## src/rtl/core/arpr_pkg.sv

```systemverilog
`default_nettype none

package arpr_pkg;

  // Register indexes on the configuration port.
  localparam logic CfgOwnMac = 1'b0;
  localparam logic CfgOwnIp  = 1'b1;

  // Frame checks and limits.
  localparam int unsigned PosW      = 11;
  localparam logic [PosW-1:0] PosMax   = 11'd2047;
  localparam logic [PosW-1:0] PosLastMin = 11'd41;
  localparam logic [PosW-1:0] PosTypeHi  = 11'd12;
  localparam logic [PosW-1:0] PosTypeLo  = 11'd13;
  localparam logic [PosW-1:0] PosOpHi    = 11'd20;
  localparam logic [PosW-1:0] PosOpLo    = 11'd21;
  localparam logic [PosW-1:0] PosIpFirst = 11'd28;
  localparam logic [PosW-1:0] PosIpLast  = 11'd31;

  // Reply byte counter covers replies of up to 64 bytes.
  localparam int unsigned ReplyIdxW = 6;

  // One pending reply: the requester's IP, first wire byte in bits 7:0.
  typedef struct packed {
    logic [31:0] ip;
  } req_t;

  // Reply byte for a given position in the reply frame.
  function automatic logic [7:0] reply_byte(input logic [ReplyIdxW-1:0] idx,
                                            input logic [47:0] mac,
                                            input logic [31:0] ip,
                                            input logic [31:0] rip);
    logic [7:0] b;
    logic [ReplyIdxW-1:0] k;
    b = 8'h00;
    k = '0;
    case (idx) inside
      [6'd0:6'd5]: b = 8'hFF;
      [6'd6:6'd11]: begin
        k = idx - 6'd6;
        b = mac[8*k[2:0] +: 8];
      end
      6'd12: b = 8'h08;
      6'd13: b = 8'h06;
      6'd14: b = 8'h00;
      6'd15: b = 8'h01;
      6'd16: b = 8'h08;
      6'd17: b = 8'h00;
      6'd18: b = 8'h06;
      6'd19: b = 8'h04;
      6'd20: b = 8'h00;
      6'd21: b = 8'h02;
      [6'd22:6'd27]: begin
        k = idx - 6'd22;
        b = mac[8*k[2:0] +: 8];
      end
      [6'd28:6'd31]: begin
        k = idx - 6'd28;
        b = ip[8*k[1:0] +: 8];
      end
      [6'd38:6'd41]: begin
        k = idx - 6'd38;
        b = rip[8*k[1:0] +: 8];
      end
      default: b = 8'h00;
    endcase
    return b;
  endfunction

endpackage

`default_nettype wire

```

## src/rtl/core/arpr_front.sv

```systemverilog
`default_nettype none

module arpr_front (
  input  wire logic          clk_i,
  input  wire logic          rst_ni,
  input  wire logic          accept_i,
  input  wire logic [7:0]    rx_byte_i,
  input  wire logic          rx_last_i,
  output logic               req_vld_o,
  output arpr_pkg::req_t     req_o
);
  import arpr_pkg::*;

  logic [PosW-1:0] pos_q, pos_d;
  logic [3:0]      match_q, match_d;
  logic [31:0]     rip_q, rip_d;
  logic [1:0]      sh;

  // Check the ethertype and opcode bytes and capture the sender IP.
  always_comb begin
    match_d = match_q;
    rip_d   = rip_q;
    sh      = 2'(pos_q - PosIpFirst);
    case (pos_q)
      PosTypeHi: if (rx_byte_i != 8'h08) match_d[0] = 1'b0;
      PosTypeLo: if (rx_byte_i != 8'h06) match_d[1] = 1'b0;
      PosOpHi:   if (rx_byte_i != 8'h00) match_d[2] = 1'b0;
      PosOpLo:   if (rx_byte_i != 8'h01) match_d[3] = 1'b0;
      default: ;
    endcase
    if (pos_q >= PosIpFirst && pos_q <= PosIpLast) begin
      rip_d[8*sh +: 8] = rx_byte_i;
    end
  end

  // A matching frame of full length queues one reply on its final word.
  assign req_vld_o = accept_i && rx_last_i && (match_d == 4'hF) && (pos_q >= PosLastMin);
  assign req_o.ip  = rip_d;

  // Frame position counter and match flags.
  always_ff @(posedge clk_i or negedge rst_ni) begin
    if (!rst_ni) begin
      pos_q   <= '0;
      match_q <= 4'hF;
      rip_q   <= '0;
    end else if (accept_i) begin
      rip_q <= rip_d;
      if (rx_last_i) begin
        pos_q   <= '0;
        match_q <= 4'hF;
      end else begin
        match_q <= match_d;
        if (pos_q < PosMax) pos_q <= pos_q + 1'b1;
      end
    end
  end

endmodule

`default_nettype wire

```

## src/rtl/core/arpr_queue.sv

```systemverilog
`default_nettype none

module arpr_queue (
  input  wire logic          clk_i,
  input  wire logic          rst_ni,
  input  wire logic          push_i,
  input  arpr_pkg::req_t     push_data_i,
  output logic               full_o,
  input  wire logic          pop_i,
  output arpr_pkg::req_t     pop_data_o,
  output logic               empty_o
);
  import arpr_pkg::*;

  req_t       mem_q [2];
  logic       wr_ptr_q, rd_ptr_q;
  logic [1:0] cnt_q;

  assign full_o     = (cnt_q == 2'd2);
  assign empty_o    = (cnt_q == 2'd0);
  assign pop_data_o = mem_q[rd_ptr_q];

  // Storage for pending replies.
  always_ff @(posedge clk_i) begin
    if (push_i) mem_q[wr_ptr_q] <= push_data_i;
  end

  // Pointers and fill count.
  always_ff @(posedge clk_i or negedge rst_ni) begin
    if (!rst_ni) begin
      wr_ptr_q <= 1'b0;
      rd_ptr_q <= 1'b0;
      cnt_q    <= 2'd0;
    end else begin
      if (push_i) wr_ptr_q <= ~wr_ptr_q;
      if (pop_i)  rd_ptr_q <= ~rd_ptr_q;
      if (push_i && !pop_i) cnt_q <= cnt_q + 2'd1;
      else if (pop_i && !push_i) cnt_q <= cnt_q - 2'd1;
    end
  end

endmodule

`default_nettype wire

```

## src/rtl/core/arpr_back.sv

```systemverilog
`default_nettype none

module arpr_back #(
  parameter int unsigned REPLY_BYTES = 60
) (
  input  wire logic          clk_i,
  input  wire logic          rst_ni,
  input  wire logic [47:0]   own_mac_i,
  input  wire logic [31:0]   own_ip_i,
  input  wire logic          q_empty_i,
  input  arpr_pkg::req_t     q_data_i,
  output logic               q_pop_o,
  output logic               empty_o,
  input  wire logic          pop_i,
  output logic [7:0]         tx_byte_o,
  output logic               tx_last_o
);
  import arpr_pkg::*;

  localparam logic [ReplyIdxW-1:0] LastIdx = ReplyIdxW'(REPLY_BYTES - 1);

  logic [ReplyIdxW-1:0] idx_q;
  logic                 out_vld_q;
  logic [7:0]           out_byte_q;
  logic                 out_last_q;
  logic                 advance;
  logic                 at_last;

  // Produce a word whenever a reply is pending and the output register frees up.
  assign advance = !q_empty_i && (!out_vld_q || pop_i);
  assign at_last = (idx_q == LastIdx);
  assign q_pop_o = advance && at_last;

  assign empty_o   = !out_vld_q;
  assign tx_byte_o = out_byte_q;
  assign tx_last_o = out_last_q;

  // Reply word counter and output valid.
  always_ff @(posedge clk_i or negedge rst_ni) begin
    if (!rst_ni) begin
      idx_q     <= '0;
      out_vld_q <= 1'b0;
    end else begin
      if (advance) begin
        out_vld_q <= 1'b1;
        idx_q     <= at_last ? '0 : idx_q + 1'b1;
      end else if (pop_i) begin
        out_vld_q <= 1'b0;
      end
    end
  end

  // Output word register.
  always_ff @(posedge clk_i) begin
    if (advance) begin
      out_byte_q <= reply_byte(idx_q, own_mac_i, own_ip_i, q_data_i.ip);
      out_last_q <= at_last;
    end
  end

endmodule

`default_nettype wire

```

## src/rtl/core/arp_request_responder_unit.sv

```systemverilog
`default_nettype none

// ARP responder. Received frame bytes enter one word per cycle through push/full;
// each frame whose ethertype is 08 06, whose opcode is 00 01 and which holds at
// least 42 bytes yields one REPLY_BYTES-long ARP reply (broadcast destination,
// own MAC and IP as sender, the requester's IP as target, zero padded), read out
// one word per cycle through empty/pop. The parser takes a word every cycle while
// full is low; a reply streams out at one word per cycle while pop is held, so for
// back-to-back requests shorter than REPLY_BYTES the replies set the sustained rate.
// Up to two replies wait in a queue between parser and generator; full rises
// while that queue holds two. The final byte of a request queues its reply as it
// is accepted; the first reply word reaches the outputs through an output register.
// The target IP is not checked. own_mac (index 0) and own_ip (index 1) are stored
// first wire byte in bits 7:0; users must write them only while idle (unenforced).
module arp_request_responder_unit #(
  parameter int unsigned REPLY_BYTES = 60
) (
  input  wire logic          clk_i,
  input  wire logic          rst_ni,
  input  wire logic          cfg_we_i,
  input  wire logic          cfg_idx_i,
  input  wire logic [47:0]   cfg_data_i,
  input  wire logic          push,
  output logic               full,
  input  wire logic [7:0]    rx_byte_i,
  input  wire logic          rx_last_i,
  output logic               empty,
  input  wire logic          pop,
  output logic [7:0]         tx_byte_o,
  output logic               tx_last_o
);
  import arpr_pkg::*;

  logic [47:0] own_mac_q;
  logic [31:0] own_ip_q;
  logic        accept;
  logic        req_vld;
  req_t        req;
  logic        q_full, q_empty, q_pop;
  req_t        q_data;

  // Configuration registers.
  always_ff @(posedge clk_i or negedge rst_ni) begin
    if (!rst_ni) begin
      own_mac_q <= '0;
      own_ip_q  <= '0;
    end else if (cfg_we_i) begin
      case (cfg_idx_i)
        CfgOwnMac: own_mac_q <= cfg_data_i;
        CfgOwnIp:  own_ip_q  <= cfg_data_i[31:0];
        default: ;
      endcase
    end
  end

  assign full   = q_full;
  assign accept = push && !q_full;

  arpr_front u_front (
    .clk_i     (clk_i),
    .rst_ni    (rst_ni),
    .accept_i  (accept),
    .rx_byte_i (rx_byte_i),
    .rx_last_i (rx_last_i),
    .req_vld_o (req_vld),
    .req_o     (req)
  );

  arpr_queue u_queue (
    .clk_i       (clk_i),
    .rst_ni      (rst_ni),
    .push_i      (req_vld),
    .push_data_i (req),
    .full_o      (q_full),
    .pop_i       (q_pop),
    .pop_data_o  (q_data),
    .empty_o     (q_empty)
  );

  arpr_back #(
    .REPLY_BYTES (REPLY_BYTES)
  ) u_back (
    .clk_i     (clk_i),
    .rst_ni    (rst_ni),
    .own_mac_i (own_mac_q),
    .own_ip_i  (own_ip_q),
    .q_empty_i (q_empty),
    .q_data_i  (q_data),
    .q_pop_o   (q_pop),
    .empty_o   (empty),
    .pop_i     (pop),
    .tx_byte_o (tx_byte_o),
    .tx_last_o (tx_last_o)
  );

  // A reply request is never queued while the queue is full.
  a_no_overflow: assert property (@(posedge clk_i) disable iff (!rst_ni)
    req_vld |-> !q_full) else $error("reply queue overflow");

  // A reply leaves the queue only when its final word is loaded for output.
  a_last_follows_pop: assert property (@(posedge clk_i) disable iff (!rst_ni)
    q_pop |=> (!empty && tx_last_o)) else $error("final reply word missing");

  // Nothing is released from an empty queue.
  a_no_underflow: assert property (@(posedge clk_i) disable iff (!rst_ni)
    q_pop |-> !q_empty) else $error("reply queue underflow");

endmodule

`default_nettype wire

```

## config.mk

```make
export PLATFORM = sky130hd
export DESIGN_NAME = arp_request_responder_unit
export DESIGN_NICKNAME = d
export VERILOG_FILES = /design/src/rtl/core/arpr_pkg.sv /design/src/rtl/core/arpr_front.sv /design/src/rtl/core/arpr_queue.sv /design/src/rtl/core/arpr_back.sv /design/src/rtl/core/arp_request_responder_unit.sv
export SDC_FILE = /design/constraint.sdc
export NUM_CORES = 1
export LEC_CHECK = 0
export ABC_AREA = 0
export BUFFER_PORTS_ARGS = -buffer_cell sky130_fd_sc_hd__buf_2
export CAP_MARGIN = 20
export CORE_MARGIN = 2
export CORE_UTILIZATION = 50
export CTS_BUF_LIST = sky130_fd_sc_hd__clkbuf_2 sky130_fd_sc_hd__clkbuf_4 sky130_fd_sc_hd__clkbuf_8
export CTS_CLUSTER_SIZE = 8
export DETAILED_ROUTE_END_ITERATION = 12
export PLACE_DENSITY = 0.71
export SYNTH_ARGS = -nofsm -noshare
export SYNTH_HDL_FRONTEND = slang
export SYNTH_SLANG_ARGS = --single-unit
export TNS_END_PERCENT = 100
```

## constraint.sdc

```tcl
create_clock -name clk_i -period 4.05 [get_ports clk_i]
set_input_delay 0.81 -clock clk_i [delete_from_list [all_inputs] [get_ports clk_i]]
set_output_delay 0.81 -clock clk_i [all_outputs]
set_load 0.05 [all_outputs]
```

==> impl_metrics.ini <==
[outcome]
status = finished clean

[critical_path]
cpMaxStageDelayCell = a2111oi_0
slowest_delay_ns = 0.98
crit_buf_inv = 1
cp_max_fo = 14
cp.arrival_ns = 3.21
worst_setup_path_end_kind = flip-flop
reg2reg_from = u_back.idx_q[1]$_DFFE_PN0P_
worst_path_dominant_cell_family = compound AO/OA/AOI/OAI gates
worstSetupPathType = flip-flop to flip-flop
crit_path_start_kind = flip-flop
crit_chain = inv_1 -> ha_1 -> nor2_1 -> a2111oi_0 -> a31oi_1 -> o221ai_1
cp.required_ns = 4.41
critPathLaunch = u_back.idx_q[1]$_DFFE_PN0P_

[die]
core_area_mm2 = 0.0202
die_w_um = 147
initial_core_util_pct = 50.7
io_pins = 74
fp.dieArea_mm2 = 0.0216
rows = 52
die_y_um = 147

[hold_path]
hp-class = input port to async pin

[clock_tree]
cts_hold_buf = 0
cts_root_buffer = clkbuf_8
ctsLongestPathBuffers = 3
post-cts-setup-buffer-count = 0
clk_latency_ns = 0.53
cts.htree.levels = 2
cts_resized = 0
cts_tree = done
numCtsBuffers = 38
cts.clk_slew.worst_paths_ns = 0.06
clock-sinks = 211

[timing]
drv_slew = 0
tightest_slew_ns = 1.08
hold_viol_final = 0
worst_slew_margin_rel_pct = 25.9
finalCriticalPeriod_ns = 2.86
timing.fmax_ghz = 0.350
setup_ws_ns = 1.19
min_period_over_period_pct = 70.5
fin_hold_ws_ns = 0.218
rsz0062_at_grt = false
finalSetupViolCount = 0
clock_skew_ns = 0.0202
tns_ns = 0

[synthesis]
synth_fp_nets = 828
synth-edff-count = 73
postSynthCellCount = 751
yosysSeqAreaShare_pct = 55.2
synth_cell_type_count = 63
synth.avg_cell_area_um2 = 13.6
synth-async-reset-ratio_pct = 65.4
synth_ff_type = dfrtp_1
yosys_warnings = 0
syn_area_mm2 = 0.0102
ys_ff_latch = 211

[placed_design]
dp_hpwl_mm = 15.9
place_area_mm2 = 0.0109
placed_cells = 1070
dp_slack_ns = 1.09
port_buffers = 73
gp_congestion = 0.913

[routing]
vias = 6464
drcViolationCount = 0
dr.pass1.iters = 5
ant_nets = 0
wl_mm = 22.6
routed_via_density = 5.67
wl_per_cell_um = 19.8
initialDrtViolationCount = 447

[finish]
drive_gt1_share_pct = 39.2
final_area_mm2 = 0.0117
fillers = 1628
finish.utilization_pct = 58.1
synthToLayoutAreaGrowth_pct = 14.5
fin_nets = 917
stdcell_count = 1140

[global_routing]
grt.total_usage_pct = 21.6
grt_antenna_before_repair = 1
grt_pass1_vias = 7002
grt_max_degree = 91
grt_pass1_wl_mm = 36.6
overflow = 0

[flow_run]
drv_cap = 0

[power]
intPower_mw = 3.73
p_switching_mw = 1.11
pwr-share-comb_pct = 7.8
powerDensity_mw_per_mm2 = 412
power.total_mw = 4.84
leakage_nw = 4.67
vdd_drop_max_mv = 0.269
swShare_pct = 22.9
clock_power_share_pct = 42.8
seqPwrFrac_pct = 49.5
==> layout make-up <==
type                       instances  area [um^2]  share of cell area, %
clock inverter                    11         90.1                  0.768
antenna                            1         2.50                 0.0213
inverter                          11         41.3                  0.352
sequential                       211         5650                   48.2
multi-input combinational        495         4420                   37.7
tap                              270          338                   2.88
timing repair buffer              83          459                   3.92
clock buffer                      58          723                   6.17
==> state kept, by name, indices dropped and copies added, names as in the netlist, 2 cells and up <==
| register | cells |
|---|---|
| u_front.pos_q | 11 |
| u_back.idx_q | 6 |
| own_ip_q | 32 |
| u_queue.cnt_q | 2 |
| u_queue.mem_q | 64 |
| u_back.tx_byte_o | 8 |
| u_front.rip_q | 32 |
| u_front.match_q | 4 |
| own_mac_q | 48 |
==> final timing paths <==
kind | slack, ns | end | depth (start not counted)
max | 1.19 | u_back.tx_byte_o[2]$_SDFFCE_PP1P_ | 6
min | 0.22 | own_mac_q[44]$_DFFE_PN0P_ | 1
max reg2reg | 1.19 | u_back.tx_byte_o[2]$_SDFFCE_PP1P_ | 6
min reg2reg | 0.48 | u_front.match_q[2]$_DFFE_PN1P_ | 2
max in group asynchronous | 2.96 | u_front.match_q[3]$_DFFE_PN1P_ | 2
min in group clk_i | 0.48 | u_front.match_q[2]$_DFFE_PN1P_ | 2
==> power by group through the flow <==
stage                     clock, mW  sequential (mW)  combinational [mW]
after global routing           2.22             2.40               0.413
final                          2.07             2.39               0.376
after floorplan                   0             2.40               0.245
after global placement            0             2.42               0.361
after CTS                      2.13             2.39               0.381
after detailed placement          0             2.43               0.377
==> cells in the mapped netlist, types with 5 or more instances <==
library cell	n	area (um^2)
xor2_1	6	52.6
o31ai_1	9	67.6
nand3_1	11	55.1
clkbuf_1	17	63.8
or4_1	5	37.5
nor2_1	16	60.1
o21ai_0	30	150
nor2b_1	13	81.3
mux2i_1	11	110
and3_1	5	31.3
nand2_1	50	188
edfxtp_1	73	2190
o211ai_1	9	67.6
a221oi_1	5	43.8
or3_1	5	31.3
nor3_1	6	30.0
mux2_2	144	1620
inv_1	11	41.3
and2_1	37	231
nand2b_1	8	50.1
a21oi_1	12	60.1
a211oi_1	8	60.1
buf_2	7	35.0
ha_1	14	175
dfrtp_1	134	3350
mux4_2	31	698
buf_1	10	37.5
==> layer usage <==
layer / vias up / global-route usage (%) / routed length, um
met5: - / 0 / 0
met4: 0 / 8.70 / 721
met3: 50 / 4.32 / 1100
met2: 184 / 35.7 / 11100
met1: 3217 / 28.2 / 9690
li1: 3013 / - / -
==> cell usage in the layout (no fill, tap or decap), drive strengths merged, types with 13 or more instances in the layout <==
cell type and count:
o21ai 32, dfrtp 134, nor2b 13, nand3 15, buf 83, edfxtp 73, ha 14, nor2 17
mux4 31, mux2 145, clkbuf 58, and2 37, nand2 54
==> cell families after synthesis <==
| family | count (synthesis) | share of synthesized area, % |
|---|---|---|
| mux | 187 | 23.9 |
| compound gates | 103 | 6.75 |
| simple gates | 182 | 9.98 |
| xor+xnor | 9 | 0.770 |
| fa+ha+maj | 14 | 1.71 |
| buf+inv | 45 | 1.74 |
| flops | 211 | 55.2 |
Note: power is estimated with default switching activity, not from simulation.
